===== src/sv/kmsd_pkg.sv =====
// Shared constants and types for the key matrix scan and debounce block.
`default_nettype none

package kmsd_pkg;

    // Matrix geometry defaults
    localparam int ROWS_DEFAULT = 6;
    localparam int COLS_DEFAULT = 20;

    // Rows carried by the row field of a column beat; rows above read as released
    localparam int SAMPLED_ROWS = 6;

    // Field widths of the beats
    localparam int COLUMN_W     = 5;
    localparam int ROW_BITS_W   = 6;
    localparam int ROW_INDEX_W  = 3;
    localparam int STABLE_ROW_W = 20;
    localparam int S_TDATA_W    = 16;
    localparam int M_TDATA_W    = 24;

    // Settle counter and its setting
    localparam int          DEBOUNCE_W     = 8;
    localparam logic [7:0]  DEBOUNCE_RESET = 8'd5;

    // Run queue status seen by the input handshake and the back end
    typedef struct packed {
        logic full;
        logic valid;
    } q_status_t;

endpackage

`default_nettype wire


===== src/sv/key_matrix_scan_debounce.sv =====
// Top level of the key matrix scanner with one shared debounce counter.
`default_nettype none

// Feed one beat per sampled column: the column number and its row levels, with
// tlast on the last column of a full scan. Any row bit that differs from the held
// raw sample is taken in and reloads the settle counter from debounce_scans; each
// scan end with a nonzero counter counts it down, and when it reaches zero the raw
// matrix becomes the stable matrix and ROWS result beats follow, row 0 first, tlast
// on the final row. Columns at or beyond COLS change nothing but still honour tlast.
// The input takes one column beat per clock; a settled matrix is snapshotted into a
// two-entry run queue and the output plays it out at one row beat per clock while
// m_tready is high, so the input holds tready low only while two runs wait behind
// the run on the output. debounce_scans resets to 5; the user writes it through
// cfg_we/cfg_wdata only while the block is idle; the block does not enforce this.
module key_matrix_scan_debounce #(
    parameter int ROWS = kmsd_pkg::ROWS_DEFAULT,
    parameter int COLS = kmsd_pkg::COLS_DEFAULT
) (
    input  wire logic                               aclk,
    input  wire logic                               aresetn,
    // debounce_scans write port
    input  wire logic                               cfg_we,
    input  wire logic [kmsd_pkg::DEBOUNCE_W-1:0]    cfg_wdata,
    // Column beats
    input  wire logic                               s_tvalid,
    output logic                                    s_tready,
    input  wire logic [kmsd_pkg::S_TDATA_W-1:0]     s_tdata,   // column[4:0], row_bits[10:5]
    input  wire logic                               s_tlast,   // scan_end
    // Stable row beats
    output logic                                    m_tvalid,
    input  wire logic                               m_tready,
    output logic [kmsd_pkg::M_TDATA_W-1:0]          m_tdata,   // row_index[2:0], stable_row[22:3]
    output logic                                    m_tlast    // last_row
);

    kmsd_pkg::q_status_t  q_status;
    logic                 beat_fire;
    logic                 push, pop;
    logic [ROWS*COLS-1:0] push_data, head_data;

    // Hold off new columns only when the run queue has no room
    assign s_tready  = !q_status.full;
    assign beat_fire = s_tvalid && s_tready;

    kmsd_front #(
        .ROWS (ROWS),
        .COLS (COLS)
    ) u_front (
        .aclk      (aclk),
        .aresetn   (aresetn),
        .cfg_we    (cfg_we),
        .cfg_wdata (cfg_wdata),
        .beat_fire (beat_fire),
        .column    (s_tdata[4:0]),
        .row_bits  (s_tdata[10:5]),
        .scan_end  (s_tlast),
        .push      (push),
        .push_data (push_data)
    );

    // Settled snapshots wait here so the input waits on the output only when the queue is full
    kmsd_queue #(
        .WIDTH (ROWS * COLS)
    ) u_queue (
        .aclk      (aclk),
        .aresetn   (aresetn),
        .push      (push),
        .push_data (push_data),
        .pop       (pop),
        .status    (q_status),
        .head_data (head_data)
    );

    kmsd_back #(
        .ROWS (ROWS),
        .COLS (COLS)
    ) u_back (
        .aclk      (aclk),
        .aresetn   (aresetn),
        .q_status  (q_status),
        .head_data (head_data),
        .pop       (pop),
        .m_tvalid  (m_tvalid),
        .m_tready  (m_tready),
        .m_tdata   (m_tdata),
        .m_tlast   (m_tlast)
    );

endmodule

`default_nettype wire


===== src/sv/kmsd_front.sv =====
// Front end: takes column beats, tracks raw samples and the settle counter.
`default_nettype none

module kmsd_front #(
    parameter int ROWS = kmsd_pkg::ROWS_DEFAULT,
    parameter int COLS = kmsd_pkg::COLS_DEFAULT
) (
    input  wire logic                                aclk,
    input  wire logic                                aresetn,
    input  wire logic                                cfg_we,
    input  wire logic [kmsd_pkg::DEBOUNCE_W-1:0]     cfg_wdata,
    input  wire logic                                beat_fire,
    input  wire logic [kmsd_pkg::COLUMN_W-1:0]       column,
    input  wire logic [kmsd_pkg::ROW_BITS_W-1:0]     row_bits,
    input  wire logic                                scan_end,
    output logic                                     push,
    output logic [ROWS*COLS-1:0]                     push_data
);

    logic [kmsd_pkg::DEBOUNCE_W-1:0] debounce_reg;
    logic [kmsd_pkg::DEBOUNCE_W-1:0] count_reg, count_next, count_mid;
    logic [ROWS*COLS-1:0]            raw_reg, raw_next;
    logic [COLS-1:0]                 col_hot;
    logic [31:0]                     row_ext;
    logic                            changed;

    // One-hot column select; a column beyond the matrix selects nothing
    always_comb begin
        for (int c = 0; c < COLS; c++) begin
            col_hot[c] = (column == kmsd_pkg::COLUMN_W'(c));
        end
    end

    assign row_ext = 32'(row_bits);

    always_comb begin
        logic [COLS-1:0] now_vec;
        logic [COLS-1:0] old_row;
        raw_next = raw_reg;
        changed  = 1'b0;
        for (int r = 0; r < ROWS; r++) begin
            now_vec = (r < kmsd_pkg::SAMPLED_ROWS && row_ext[r]) ? '1 : '0;
            old_row = raw_reg[r*COLS +: COLS];
            if (|((old_row ^ now_vec) & col_hot)) begin
                changed = 1'b1;
            end
            raw_next[r*COLS +: COLS] = (old_row & ~col_hot) | (now_vec & col_hot);
        end
    end

    always_comb begin
        count_mid  = changed ? debounce_reg : count_reg;
        count_next = count_reg;
        push       = 1'b0;
        if (beat_fire) begin
            count_next = count_mid;
            if (scan_end && count_mid != '0) begin
                count_next = count_mid - 1'b1;
                push       = (count_mid == kmsd_pkg::DEBOUNCE_W'(1));
            end
        end
    end

    assign push_data = raw_next;

    always_ff @(posedge aclk) begin
        if (!aresetn) begin
            debounce_reg <= kmsd_pkg::DEBOUNCE_RESET;
            count_reg    <= kmsd_pkg::DEBOUNCE_RESET;
            raw_reg      <= '0;
        end else begin
            if (cfg_we) begin
                debounce_reg <= cfg_wdata;
            end
            count_reg <= count_next;
            if (beat_fire) begin
                raw_reg <= raw_next;
            end
        end
    end

endmodule

`default_nettype wire


===== src/sv/kmsd_queue.sv =====
// Two-entry queue of settled matrix snapshots between front and back ends.
`default_nettype none

module kmsd_queue #(
    parameter int WIDTH = kmsd_pkg::ROWS_DEFAULT * kmsd_pkg::COLS_DEFAULT
) (
    input  wire logic               aclk,
    input  wire logic               aresetn,
    input  wire logic               push,
    input  wire logic [WIDTH-1:0]   push_data,
    input  wire logic               pop,
    output kmsd_pkg::q_status_t     status,
    output logic [WIDTH-1:0]        head_data
);

    logic [WIDTH-1:0] entry_reg [2];
    logic             wr_ptr_reg, rd_ptr_reg;
    logic [1:0]       count_reg;

    assign status.full  = (count_reg == 2'd2);
    assign status.valid = (count_reg != 2'd0);
    assign head_data    = entry_reg[rd_ptr_reg];

    always_ff @(posedge aclk) begin
        if (push) begin
            entry_reg[wr_ptr_reg] <= push_data;
        end
    end

    always_ff @(posedge aclk) begin
        if (!aresetn) begin
            wr_ptr_reg <= 1'b0;
            rd_ptr_reg <= 1'b0;
            count_reg  <= 2'd0;
        end else begin
            if (push) begin
                wr_ptr_reg <= ~wr_ptr_reg;
            end
            if (pop) begin
                rd_ptr_reg <= ~rd_ptr_reg;
            end
            unique case ({push, pop})
                2'b10:   count_reg <= count_reg + 2'd1;
                2'b01:   count_reg <= count_reg - 2'd1;
                default: count_reg <= count_reg;
            endcase
        end
    end

endmodule

`default_nettype wire


===== src/sv/kmsd_back.sv =====
// Back end: plays a settled snapshot out as a run of row beats.
`default_nettype none

module kmsd_back #(
    parameter int ROWS = kmsd_pkg::ROWS_DEFAULT,
    parameter int COLS = kmsd_pkg::COLS_DEFAULT
) (
    input  wire logic                              aclk,
    input  wire logic                              aresetn,
    input  wire kmsd_pkg::q_status_t               q_status,
    input  wire logic [ROWS*COLS-1:0]              head_data,
    output logic                                   pop,
    output logic                                   m_tvalid,
    input  wire logic                              m_tready,
    output logic [kmsd_pkg::M_TDATA_W-1:0]         m_tdata,
    output logic                                   m_tlast
);

    localparam int ROW_W = (ROWS > 1) ? $clog2(ROWS) : 1;

    logic [ROWS*COLS-1:0] run_reg;
    logic [ROW_W-1:0]     row_reg;
    logic                 busy_reg;
    logic                 hs, last;
    logic [COLS-1:0]      sel_row;
    logic [31:0]          sel_ext, row_ext;
    logic [kmsd_pkg::STABLE_ROW_W-1:0] stable_row;

    assign hs   = busy_reg && m_tready;
    assign last = (row_reg == ROW_W'(ROWS - 1));
    assign pop  = q_status.valid && (!busy_reg || (hs && last));

    always_comb begin
        sel_row = '0;
        for (int r = 0; r < ROWS; r++) begin
            if (row_reg == ROW_W'(r)) begin
                sel_row = run_reg[r*COLS +: COLS];
            end
        end
    end

    assign sel_ext = 32'(sel_row);
    assign row_ext = 32'(row_reg);

    always_comb begin
        for (int c = 0; c < kmsd_pkg::STABLE_ROW_W; c++) begin
            stable_row[c] = (c < COLS) ? sel_ext[c] : 1'b0;
        end
    end

    assign m_tvalid = busy_reg;
    assign m_tlast  = last;
    assign m_tdata  = {1'b0, stable_row, row_ext[kmsd_pkg::ROW_INDEX_W-1:0]};

    always_ff @(posedge aclk) begin
        if (pop) begin
            run_reg <= head_data;
        end
    end

    always_ff @(posedge aclk) begin
        if (!aresetn) begin
            busy_reg <= 1'b0;
            row_reg  <= '0;
        end else if (pop) begin
            busy_reg <= 1'b1;
            row_reg  <= '0;
        end else if (hs) begin
            if (last) begin
                busy_reg <= 1'b0;
            end else begin
                row_reg <= row_reg + 1'b1;
            end
        end
    end

endmodule

`default_nettype wire


===== config.mk =====
export PLATFORM = sky130hd
export DESIGN_NAME = key_matrix_scan_debounce
export DESIGN_NICKNAME = d
export VERILOG_FILES = /design/src/sv/kmsd_pkg.sv /design/src/sv/key_matrix_scan_debounce.sv /design/src/sv/kmsd_front.sv /design/src/sv/kmsd_queue.sv /design/src/sv/kmsd_back.sv
export SDC_FILE = /design/constraint.sdc
export NUM_CORES = 1
export LEC_CHECK = 0
export BUFFER_PORTS_ARGS = -buffer_cell sky130_fd_sc_hd__buf_4
export CAP_MARGIN = 10
export CORE_MARGIN = 2
export CORE_UTILIZATION = 28
export CTS_BUF_LIST = sky130_fd_sc_hd__clkbuf_4 sky130_fd_sc_hd__clkbuf_8
export DETAILED_ROUTE_END_ITERATION = 16
export PLACE_DENSITY_LB_ADDON = 0.1
export SLEW_MARGIN = 20
export SYNTH_ARGS = -nofsm -noshare
export SYNTH_HDL_FRONTEND = slang
export SYNTH_SLANG_ARGS = --single-unit

===== constraint.sdc =====
create_clock -name aclk -period 11.4 [get_ports aclk]
set_clock_uncertainty 0.2 [all_clocks]
set_input_delay 2.28 -clock aclk [delete_from_list [all_inputs] [get_ports aclk]]
set_output_delay 2.28 -clock aclk [all_outputs]
set_load 0.01 [all_outputs]

; ---- Word-level counts from Yosys, hierarchy flattened
; Memory sizes are Yosys's and may differ from the RTL's. A register that Yosys moved wholly into a read port is not among the register bits.
; Index checks and enable logic that the tools add are counted.
[word_totals]
register_bits = 144
mem_bits_rw = 240
inputBits = 30
out_inout_bits = 27
elab_cells = 128
memories = 1
[memory_table]
columns = memory, depth, word_bits, read_ports, rd_ports_with_merged_regs, wr, line_no
row1 = u_queue.entry_reg, 2, 120, 1, 1, 1, kmsd_queue.sv:16  ; logic [WIDTH-1:0] entry_reg [2];
[classes]
n_addsub = 4
eq_ne = 28
n_mux = 28
bitwise = 35
n_reduce_logical = 24
[op_table]
columns = op, n
row1 = 20-bit AND, 18
row2 = 20-bit 2-to-1 mux, 12
row3 = 20-bit OR, 6
row4 = 20-bit OR reduction, 6
row5 = 20-bit XOR, 6
row6 = "5-bit by 4-bit == test with 1-bit output, second input constant", 8
row7 = "5-bit by 3-bit == test with 1-bit output, second input constant", 4
row8 = "5-bit == test, second input constant", 4
row9 = 20-bit NOT, 1
row10 = 8-bit 2-to-1 mux, 2
row11 = 1-bit 2-to-1 mux, 13
row12 = "5-bit by 2-bit == test with 1-bit output, second input constant", 2
row13 = "8-bit by 1-bit == test with 1-bit output, second input constant", 1
row14 = 2-bit nonzero test, 4
row15 = 8-bit nonzero test, 1
row16 = "8-bit by 1-bit subtractor with 8-bit output, second input constant", 1
row17 = "3-bit by 2-bit == test with 1-bit output, second input constant", 2
row18 = "3-bit == test, second input constant", 2
row19 = "5-bit by 1-bit == test with 1-bit output, second input constant", 1
row20 = 1-bit logical AND, 5
row21 = 5-bit zero test, 1
row22 = "2-bit == test, second input constant", 2
row23 = 1-bit NOT, 4
row24 = 2-bit case mux with 2 select lines, 1
row25 = other kinds (10), 12

; ---- Depth between registers and ports, before layout
; Gate-level depths: netlist (run 1).
[depth]
word_depth = 17
depth_mapped = 21

; ---- Modules after synthesis
; A second synthesis (run 1) with hierarchy kept.
[hier_totals]
hier_cells = 1899
hier_area_um2 = 22660.5
[modules_own_cells]
columns = mod, instances, cells_each, area_per_inst_um2, seq_area_each_um2
row1 = kmsd_front, 1, 1206, 8901.0, 2722.6
row2 = kmsd_queue, 1, 395, 8867.3, 7307.0
row3 = kmsd_back, 1, 296, 4882.2, 3683.5
row4 = key_matrix_scan_debounce, 1, 2, 10.0, 0.0

; ---- Worst setup path after synthesis (run 1)
; No wires, ideal clock.
[synth_timing]
path_type = input to register
start = input port s_tdata[3] (netlist name)
end = memory u_queue.entry_reg[0][0] (netlist name), enable pin
setup_time_ns = 0.600
arrival_ns = 10.096
t_required_ns = 10.600
slack_ns = 0.503
path_stages = 15
n_path_buf = 3
cell_sequence = buf_2 > or3b_2 > buf_2 > or3b_1 > o32a_1 > nand4_1 > nor4_1 > and4_1 > nand4_2 > buf_6 > mux2_2 > inv_1 > ha_1 > a211o_1 > nor2_1
[synth_via]
elab_chain_cells = 16
elab_cells_between_ends = 46
classes_between = 20 x eq/ne / 11 x mux / 6 x bitwise / 9 x reduce/logical
[synth_rtl]
columns = element, line_no
row1 = start: declaration, key_matrix_scan_debounce.sv:27  ; input wire logic [kmsd_pkg::S_TDATA_W-1:0] s_tdata,
row2 = 5-bit by 1-bit == test with 1-bit output (tied with other cells), kmsd_front.sv:30  ; col_hot[c] = (column == kmsd_pkg::COLUMN_W'(c));
row3 = 20-bit AND, kmsd_front.sv:44  ; if (|((old_row ^ now_vec) & col_hot)) begin
row4 = 20-bit OR reduction, kmsd_front.sv:44
row5 = 1-bit 2-to-1 mux (5 in a row), kmsd_front.sv:44
row6 = 1-bit 2-to-1 mux *, kmsd_front.sv:44
row7 = 8-bit 2-to-1 mux *, kmsd_front.sv:52  ; count_mid = changed ? debounce_reg : count_reg;
row8 = 8-bit nonzero test, kmsd_front.sv:57  ; if (scan_end && count_mid != '0) begin
row9 = 1-bit logical AND, kmsd_front.sv:57
row10 = 1-bit 2-to-1 mux *, kmsd_front.sv:57
row11 = 1-bit 2-to-1 mux *, kmsd_front.sv:55  ; if (beat_fire) begin
row12 = 1-bit 2-to-1 mux *, kmsd_queue.sv:25  ; if (push) begin
row13 = 1-bit 2-to-1 mux (not written as such) *, kmsd_queue.sv:26  ; entry_reg[wr_ptr_reg] <= push_data;
row14 = end: declaration, kmsd_queue.sv:16
; Every way passes the cells marked *; elsewhere a longest branch is shown, timed or not.

; ---- Final worst setup path (run 1)
[layout_timing]
start = input port s_tdata[3] (netlist name)
end = memory u_queue.entry_reg[0][29] (netlist name), enable pin
; The elaborated chain is that of the path after synthesis.

==> impl_metrics.toml, run 1 <==
[status]
outcome = "complete, no violations"

[timing]
setup_slack_ns = 3.86
whs_ns = 0.276
worst_slew_pin_slew_ns = 1.20
finalSetupViolCount = 0
drv_slew = 0
period_share_pct = 66.2
rsz0062_at_grt = "false"
tns_ns = 0
clock.fmax_mhz = 133
hold_viol = 0
relSlewSlack_pct = 20.3
period_needed_ns = 7.54

[power_and_ir_drop]
internal_power_uw = 3560
clockPowerShare_pct = 34.4
ir_drop_mv = 0.0899
sw_frac_of_total_pct = 29.3
power-per-cell-area_nw_per_um2 = 199
leakagePower_uw = 0.00855
power_frac_comb_pct = 19.8
p_switching_uw = 1480
power.share.sequential_pct = 45.8

[die]
die_y_um = 285
start_util_pct = 28.4
rows = 102
ios = 57
dieArea_um2 = 81000
fp.dieW_um = 285
coreArea_um2 = 77700

[worst_hold_path]
hold_path.class = "flop to flop"
min_to = "u_front.raw_reg[44]$_SDFFE_PN0P_"
hold_path_startpoint = "u_front.raw_reg[44]$_SDFFE_PN0P_"
hold_path_depth = 2

[critical_path]
path_max_fanout = 120
reg2reg_depth = 13
worstReg2RegStart = "u_front.raw_reg[1]$_SDFFE_PN0P_"
crit_arrival_ns = 7.61
start_kind = "primary input"
required_ns = 11.47
cp-end-kind = "flop"
cp_cell_sequence = "buf_4, nand2_1, nor2_1, a2111oi_0, nand4_1, nor4_1, and4_1, nand4_2, mux2_2, inv_1, ha_1, a211o_1, nor2_4, buf_12"
path_delay_family = "simple AND/OR/NAND/NOR gates"
critPathSlowestCell = "a2111oi_0"
reg2reg_slack_ns = 5.83
path_class = "primary input to flop"
cp_num_buf_inv = 3
r2r_end = "u_queue.entry_reg[0][29]$_DFFE_PP_"
cpPeakStageDelay_ns = 0.73

[clocking]
cts_hold_buf = 0
post_cts_resized = 0
cts_sinks = 504
clk_pin_slew_ns = 0.06
cts_max_level = 3
cts_buffers = 89
clock_latency_ns = 0.67
cts_tree = "done"
postCtsSetupRepairBufs = 0
cts_root_buffer = "clkbuf_8"
cts_buffer_depth = 3

[yosys]
yosys_warnings = 0
synth-edff-count = 360
synth_top_family_by_area = "simple AND/OR/NAND/NOR gates"
synth_compound_area_share_pct = 9.37
synthMuxAreaShare_pct = 8.84
syn-instance-count = 1931
synth-simple-area-share_pct = 13.8
netlist_area_um2 = 22100
async_flop_share_pct = 0
synthDistinctLibCells = 68
synth-xor-area-share_pct = 2.38
avgSynthCellArea_um2 = 11.4
yosysSeqAreaShare_pct = 62.1
ys_ff_latch = 504
syn-num-nets = 1969
yosys.area_share.adder_pct = 0.454
ys.flop_type = "edfxtp_1"

[layout]
fillers = 7824
final_cell_area_um2 = 25300
final_cell_count_no_fill = 3073
regArea_um2 = 13700
multiInputGateArea_um2 = 7740
drive_gt1_share_pct = 20.2
synthToLayoutAreaGrowth_pct = 14.7
nets = 1993
largest_reg_flops = 240

[drt]
via_per_inst = 4.98
vias = 15291
first_iter_violations = 1200
ant_nets = 0
drtPass1Iterations = 6
wl_per_cell_um = 22.4
remaining_drc_errors = 0
drt_wl_total_um = 68900

[placed_design]
dp.cells = 2904
place_hpwl_um = 42900
gp_congestion = 0.880
placed_cell_area_um2 = 23400
numPortBuffers = 50
dp_slack_ns = 3.41

[global_routing]
grt_first_pass_wirelength_um = 101000
grt_util_all_layers_pct = 16.8
grt_max_degree = 121
antenna_found_initial = 2
grt-ovfl-total = 0
grt_pass1_vias = 14982

[run]
cap_violations = 0
==> how the worst max path moves through the flow <==
stage,depth (start not counted),slack [ns],start,end
after floorplan,15,0.50,s_tdata[3],u_queue.entry_reg[0][0]$_DFFE_PP_
after global placement,14,3.40,s_tdata[1],u_queue.entry_reg[0][41]$_DFFE_PP_
after detailed placement,14,3.41,s_tdata[3],u_queue.entry_reg[0][21]$_DFFE_PP_
after CTS,14,4.16,s_tdata[3],u_queue.entry_reg[1][23]$_DFFE_PP_
after global routing,14,3.78,s_tdata[3],u_queue.entry_reg[0][64]$_DFFE_PP_
final,14,3.86,s_tdata[3],u_queue.entry_reg[0][29]$_DFFE_PP_
==> worst min-delay path, cell delays in order (launching register included) <==
cell and delay [ns]:
dfxtp_1 0.32, nand2_1 0.06, a21oi_1 0.05
==> synth_stat cells (all sizes together), types with 4 or more instances <==
master,instances,area share (%)
mux2i,26,1.2
o21ai,152,3.4
edfxtp,360,49
a2111oi,7,0.36
mux2,150,7.7
dfxtp,144,13
nor3,126,2.9
a32oi,5,0.20
o311ai,20,0.79
or3b,4,0.16
nand2,202,3.4
o22ai,10,0.28
nand2b,16,0.45
a21oi,30,0.68
nor2,289,4.9
a22oi,19,0.65
nand3,9,0.20
or3,7,0.20
xnor2,38,1.5
o221ai,7,0.28
a221oi,6,0.24
or2,5,0.14
clkbuf,104,1.8
a222oi,20,0.91
and2,4,0.11
nand3b,4,0.14
nand4,6,0.20
inv,23,0.39
buf,38,0.90
a221o,4,0.18
ha,8,0.45
xor2,22,0.87
a211oi,14,0.48
nor4,14,0.40
==> power groups by stage <==
stage / Combinational, uW / Sequential [uW] / Clock (uW)
after floorplan: 608 / 2340 / 0
after global placement: 1020 / 2340 / 0
after detailed placement: 1020 / 2340 / 0
after CTS: 1030 / 2300 / 1800
after global routing: 1090 / 2320 / 1880
final: 996 / 2310 / 1730
==> kinds of logic after synthesis <==
group,after synthesis
AOI/OAI and AO/OA,316
xor gates and xnor gates,60
adders and majority gates,8
buffers and inverters,165
DFF,504
muxes,176
other,1
and+or+nand+nor,701
==> through the flow <==
| step | utilization [%] | power [uW] |
|---|---|---|
| finish | 32.5 | 5030 |
| global route | 32.5 | 5290 |
| CTS | 32.5 | 5130 |
| detailed placement | 30.1 | 3360 |
| global placement | 30.1 | 3350 |
| floorplan | - | 2950 |
==> final cells by class <==
class                           count  area share (%)
Inverter                           23           0.351
Clock inverter                     18           0.485
Multi-Input combinational cell   1262            30.6
Antenna cell                        2          0.0198
Timing Repair Buffer               75            2.33
Clock buffer                      149            6.87
Tap cell                         1040            5.15
Sequential cell                   504            54.2
==> placed cells by master (no fill, tap or decap), types with 50 or more instances in the layout <==
cell      instances
nor2_1          287
buf_4            73
o21ai_0         152
mux2_2          149
clkbuf_4         50
nor3_1          126
clkbuf_8         99
dfxtp_1         143
nand2_1         199
edfxtp_1        360
==> per-layer routing <==
| metal | vias up | part of all wire, % | GRT usage [%] |
|---|---|---|---|
| li1 | 7105 | - | - |
| met1 | 7655 | 45 | 22.2 |
| met2 | 411 | 47 | 27.4 |
| met3 | 118 | 5.1 | 2.85 |
| met4 | 2 | 3.1 | 6.28 |
| met5 | - | 0.023 | 0 |
No activity file was read; power rests on OpenSTA's default activity.
==> run 2: changes to the inputs <==
ABC_AREA = 1   (was default)
clock period = 6.6 ns   (was 11.4 ns; I/O delays follow)
==> run 2 against run 1 <==
- first-iteration DRC count increased by 13%
- global-route usage increased by 0.77 points
- sequential share of layout area decreased by 2.7 points
- clock-buffer cell count decreased by 13
- worst hold slack got worse by 0.016 ns
- clock power increased by 76%
- routed wire length increased by 8.7%
- synthesized cell count increased by 35%
- critical path depth increased by 10
- utilization about the same
- highest routed layer unchanged
==> impl_metrics.toml, run 2 <==
[status]
outcome = "complete, no violations"

[yosys]
avgSynthCellArea_um2 = 8.80
synthTopCellsByCount = "854 x nand2_1, 360 x edfxtp_1, 296 x o21ai_0"
synthTopCellsByArea = "edfxtp_1 47%, nand2_1 14%, dfxtp_1 13%, o21ai_0 6.4%, inv_1 4.1%"
ys_ff_latch = 504
yosysSeqAreaShare_pct = 59.5
yosys_warnings = 0
async_flop_share_pct = 0
synth-edff-count = 360
syn-instance-count = 2615
syn-num-nets = 2653
ys.flop_type = "edfxtp_1"
netlist_area_um2 = 23000
synth.most_common_cell = "nand2_1"
synth.largest_area_cell = "edfxtp_1"
synthDistinctLibCells = 33
synth_top_cell_area_share_pct = 47.0

[global_routing]
antenna_found_initial = 6
grtUsageMet2_pct = 28.4
grt_first_pass_wirelength_um = 110000
grt_util_met1_pct = 23.7
top_usage_layer = "met2"
grtUsageMet3_pct = 3.59
grt_util_all_layers_pct = 17.5
grt_max_degree = 126
grt-ovfl-total = 0
grt_pass1_vias = 16664

[critical_path]
required_ns = 6.75
cpMostUsedCell = "nand2_1"
path_class = "primary input to flop"
critPathSlowestCell = "nor2_2"
cp_cell_sequence = "buf_4, inv_2, nand3_1, nor2_2, nand2_1, nand2_1, nor2_1, nand2_1, nor2_1, nand2_1, nor2_4, nand2_4, nand2_1, o21ai_2, inv_1, ha_1, inv_1, nor2_2, nand2_2, nand2_2, inv_4, nand2_2, nor2_4, buf_4"
r2r_end = "u_queue.entry_reg[0][6]$_DFFE_PP_"
reg2reg_slack_ns = 2.27
reg2reg_depth = 19
critPathLaunch = "s_tdata[4]"
cp-end-kind = "flop"
path_max_fanout = 23
worstReg2RegStart = "u_front.raw_reg[117]$_SDFFE_PN0P_"
path_delay_family = "simple AND/OR/NAND/NOR gates"
cpPeakStageDelay_ns = 0.61
cp_num_buf_inv = 6
crit_arrival_ns = 5.58
start_kind = "primary input"

[clocking]
clock_latency_ns = 0.70
cts_hold_buf = 0
cts_tree = "done"
cts_sinks = 504
cts_root_buffer = "clkbuf_8"
post_cts_resized = 0
cts_max_level = 3
postCtsSetupRepairBufs = 0
clk_pin_slew_ns = 0.06
cts_buffers = 92
cts_buffer_depth = 3

[layout]
drive_gt1_share_pct = 11.6
fillers = 8550
final_cell_count_no_fill = 3830
most-common-layout-cells = "853 x nand2_1, 360 x edfxtp_1, 296 x o21ai_0"
nets = 2718
synthToLayoutAreaGrowth_pct = 15.7
largest_reg_flops = 240
final_common_cell = "nand2_1"

[timing]
hold_viol = 0
rsz0062_at_grt = "false"
finalSetupViolCount = 0
clock.fmax_mhz = 184
drv_slew = 0
period_share_pct = 82.3
worst_slew_pin_slew_ns = 1.13
relSlewSlack_pct = 24.2
period_needed_ns = 5.43
tns_ns = 0

[power_and_ir_drop]
leakagePower_uw = 0.0114
ir_drop_mv = 0.273
power-per-cell-area_nw_per_um2 = 323

[die]
fp.dieW_um = 291
coreArea_um2 = 81700
dieArea_um2 = 84500
rows = 105
ios = 57
die_y_um = 291
start_util_pct = 28.2

[drt]
remaining_drc_errors = 0
ant_nets = 0
drtPass1Iterations = 5
first_iter_violations = 1350
drt_wl_total_um = 74800
wl_per_cell_um = 19.5
vias = 17524
via_per_inst = 4.58

[placed_design]
dp.cells = 3656
gp_congestion = 0.853
place_hpwl_um = 47900
numPortBuffers = 50

[run]
cap_violations = 0

[worst_hold_path]
hold_path_depth = 2
min_to = "u_front.count_reg[1]$_SDFFE_PN0P_"
hold_path_startpoint = "u_front.count_reg[1]$_SDFFE_PN0P_"
hold_path.class = "flop to flop"
## run 2: changes by cell type after synthesis, sizes merged, moves of 26 or more
cell   previous run  this run
a21oi            30        98
nor2            289       185
inv              23       262
mux2i            26         0
mux2            150         0
nor3            126         1
xor2             22        61
nand3             9       136
o21ai           152       301
nand2           202       861
## run 2: through the flow
| stage | setup WS [ns] | area (um^2) | utilization (%) | hold WS (ns) | power [uW] |
|---|---|---|---|---|---|
| CTS | 1.13 | 26600 | 32.6 | 0.262 | 8770 |
| detailed placement | 0.482 | 24700 | 30.3 | 0.250 | 5680 |
| finish | 1.17 | 26600 | 32.6 | 0.260 | 8610 |
| global placement | 0.580 | 24700 | 30.3 | 0.246 | 5660 |
| floorplan | 0.0668 | 23000 | - | 0.229 | 4950 |
| global route | 0.904 | 26600 | 32.6 | 0.289 | 9100 |
## run 2: worst max path at each step
stage	endpoint	slack, ns	cells past startpoint
finish	u_queue.entry_reg[0][6]$_DFFE_PP_	1.17	24
global route	u_queue.entry_reg[0][6]$_DFFE_PP_	0.90	24
CTS	m_tdata[16]	1.13	9
detailed placement	u_queue.entry_reg[0][25]$_DFFE_PP_	0.48	24
global placement	u_queue.entry_reg[0][72]$_DFFE_PP_	0.58	24
floorplan	u_queue.entry_reg[1][0]$_DFFE_PP_	0.07	20
## run 2: worst min-delay path: cells and delay by family, from the launching register on
kind | cells | cell delay [ns]
flops | 1 | 0.30
simple gates | 1 | 0.06
compound gates | 1 | 0.05
## run 2: logic make-up (layout without fill, tap and decap cells)
family | after synthesis | count (layout) | synth area share, %
xor+xnor | 79 | 79 | 3.01
compound gates | 419 | 419 | 9.35
flops | 504 | 504 | 59.5
buf+inv | 413 | 555 | 7.04
simple gates | 1191 | 1191 | 20.6
other cells | 1 | 4 | 0.0163
fa+ha+maj | 8 | 8 | 0.435
## run 2: metal layers
layer	part of all wire, %	vias to the layer above
met3	5.7	111
met5	0.033	-
met2	46	468
li1	-	8641
met4	2.5	4
met1	46	8300
## run 2: power breakdown
| group | internal, uW | switching (uW) | leakage [uW] |
|---|---|---|---|
| clock network | 1680 | 1360 | 0.00100 |
| registers | 3770 | 136 | 0.00448 |
| logic | 464 | 1200 | 0.00594 |
| total | 5910 | 2700 | 0.0114 |
## run 2: area by class of cell
class / instances / area, um^2 / share of cell area (%)
diodes: 3 / 7.51 / 0.0282
clock inverters: 35 / 235 / 0.884
clock buffers: 136 / 1640 / 6.16
flip-flops and latches: 504 / 13700 / 51.5
repair buffers: 120 / 963 / 3.62
inverters: 264 / 1000 / 3.77
well taps: 1070 / 1340 / 5.03
multi-input cells: 1698 / 7730 / 29.0
==> run 3: changes to the inputs <==
clock period = 4.5 ns   (was 6.6 ns; I/O delays follow)
==> run 3 against run 2 <==
- clock power is 49% higher
- cell count increased by 2.1%
- sequential share of layout area is 2.1 points lower
- routed wire length decreased by 1.9%
- critical path type is now flop to primary output
- highest routed layer is now met4
- utilization is 1.4 points higher
- global-route usage down 0.30 points
==> impl_metrics.toml, run 3 (synthesis gave the netlist of run 2 again) <==
[status]
outcome = "complete, no violations"

[layout]
largest_reg_flops = 240
final_cell_area_um2 = 27800
nets = 2801
final_common_cell = "nand2_1"
drive_gt1_share_pct = 14.9
synthToLayoutAreaGrowth_pct = 20.6
final_cell_count_no_fill = 3912
most-common-layout-cells = "851 x nand2_1, 360 x edfxtp_1, 295 x o21ai_0"
final_core_util_pct = 34.0

[global_routing]
antenna_found_initial = 1
grt_max_degree = 204
grt_util_all_layers_pct = 17.2
grt_pass1_vias = 16790
grt_first_pass_wirelength_um = 109000
grt-ovfl-total = 0

[drt]
drt_wl_total_um = 73400
ant_nets = 0
vias = 17643
remaining_drc_errors = 0
wl_per_cell_um = 18.8
via_per_inst = 4.51
first_iter_violations = 1388
drtPass1Iterations = 6

[timing]
drv_slew = 0
relSlewSlack_pct = 31.8
setup_slack_ns = 0.181
clock.fmax_mhz = 232
finalSetupViolCount = 0
period_needed_ns = 4.32
period_share_pct = 96.0
rsz0062_at_grt = "false"
whs_ns = 0.231
hold_viol = 0
worst_slew_pin_slew_ns = 1.02

[power_and_ir_drop]
power-per-cell-area_nw_per_um2 = 463
power_frac_comb_pct = 20.2
sw_frac_of_total_pct = 31.2
leakagePower_uw = 0.0120
clockPowerShare_pct = 35.3
ir_drop_mv = 0.232
power.share.sequential_pct = 44.5
p_switching_uw = 4010
internal_power_uw = 8830

[die]
die_y_um = 291
fp.dieW_um = 291
rows = 105
coreArea_um2 = 81700
dieArea_um2 = 84500
ios = 57
start_util_pct = 28.2

[clocking]
cts_max_level = 3
clock_latency_ns = 0.71
clk_pin_slew_ns = 0.06
cts_buffer_depth = 3
cts_root_buffer = "clkbuf_8"
cts_sinks = 504
cts_buffers = 93
cts_tree = "done"

[critical_path]
required_ns = 3.40
crit_arrival_ns = 3.22
reg2reg_depth = 20
reg2reg_slack_ns = 0.92
start_kind = "flop"
path_class = "flop to primary output"
path_max_fanout = 20
worstReg2RegStart = "u_front.raw_reg[102]$_SDFFE_PN0P_"
r2r_end = "u_queue.entry_reg[0][44]$_DFFE_PP_"
cp-end-kind = "primary output"

[placed_design]
placed_cell_area_um2 = 25800
place_hpwl_um = 49500
gp_congestion = 0.824
dp_slack_ns = -0.0896
dp.cells = 3736
numPortBuffers = 50

[run]
cap_violations = 0

[worst_hold_path]
hold_path_startpoint = "cfg_wdata[0]"
min_to = "u_front.debounce_reg[0]$_SDFFE_PN1P_"
hold_path_depth = 3
hold_path.class = "primary input to flop"
[run 3: changes by cell type in the layout (fill, tap and decap cells not counted), moves of 4 or more]
cell,previous run,this run
clkbuf_4,37,45
clkinv_8,0,4
nand3_1,134,127
inv_1,248,241
nand3_2,2,9
buf_12,5,35
buf_4,115,167
clkinv_2,11,6
[run 3: power by group through the flow]
stage                     clock network (uW)  logic (uW)  registers [uW]
after floorplan                            0        1520            5750
after global placement                     0        2620            5800
after detailed placement                   0        2630            5810
after CTS                               4700        2660            5710
after global routing                    4880        2910            5750
final                                   4540        2590            5710
[run 3: stage by stage]
step	power, uW	setup TNS, ns
after global placement	8410	-6.91
after CTS	13100	0
after floorplan	7270	-181.15
after global routing	13500	0
after detailed placement	8440	-9.29
final	12800	0
[run 3: worst max-delay path by stage]
stage | start | endpoint | slack (ns) | cells after the start
2_1_floorplan | s_tdata[4] | u_queue.entry_reg[0][0]$_DFFE_PP_ | -0.78 | 22
3_3_place_gp | s_tdata[0] | u_queue.entry_reg[0][5]$_DFFE_PP_ | -0.08 | 20
3_5_place_dp | s_tdata[0] | u_queue.entry_reg[0][5]$_DFFE_PP_ | -0.09 | 20
4_1_cts | u_back.row_reg[0]$_SDFFE_PP0P_ | m_tdata[9] | 0.05 | 11
5_1_grt | u_back.row_reg[0]$_SDFFE_PP0P_ | m_tdata[9] | 0.03 | 11
6_report | u_back.row_reg[1]$_SDFFE_PP0P_ | m_tdata[9] | 0.18 | 11
[run 3: final cells by class]
cell class	count	area (um^2)
antenna	2	5.00
fill	8461	54000
clock inverter	26	193
inverter	264	1020
timing repair buffer	202	1950
multi-input combinational	1698	7820
tap	1070	1340
sequential	504	13700
clock buffer	146	1730
[run 3: layer usage]
layer / global-route usage, % / share of wire (%) / vias up
met5: 0 / 0 / -
met4: 4.95 / 2.6 / 0
met3: 3.01 / 4.6 / 113
met2: 28.6 / 47 / 396
met1: 23.0 / 46 / 8332
li1: - / - / 8802
[run 3: critical path, stage by stage, from the launching register on]
cell and delay (ns):
dfxtp_1 0.41, inv_1 0.10, ha_1 0.21, inv_1 0.09, buf_4 0.33, nand3_1 0.12
nand3_1 0.10, o211ai_1 0.18, nand3_1 0.14, o21ai_0 0.14, o21ai_0 0.44, buf_4 0.22
[run 3: repair_timing]
action,CTS,global route
gates resized for setup,2,1
setup buffers,2,0
endpoints found under the setup margin,8,1
hold buffers,0,0
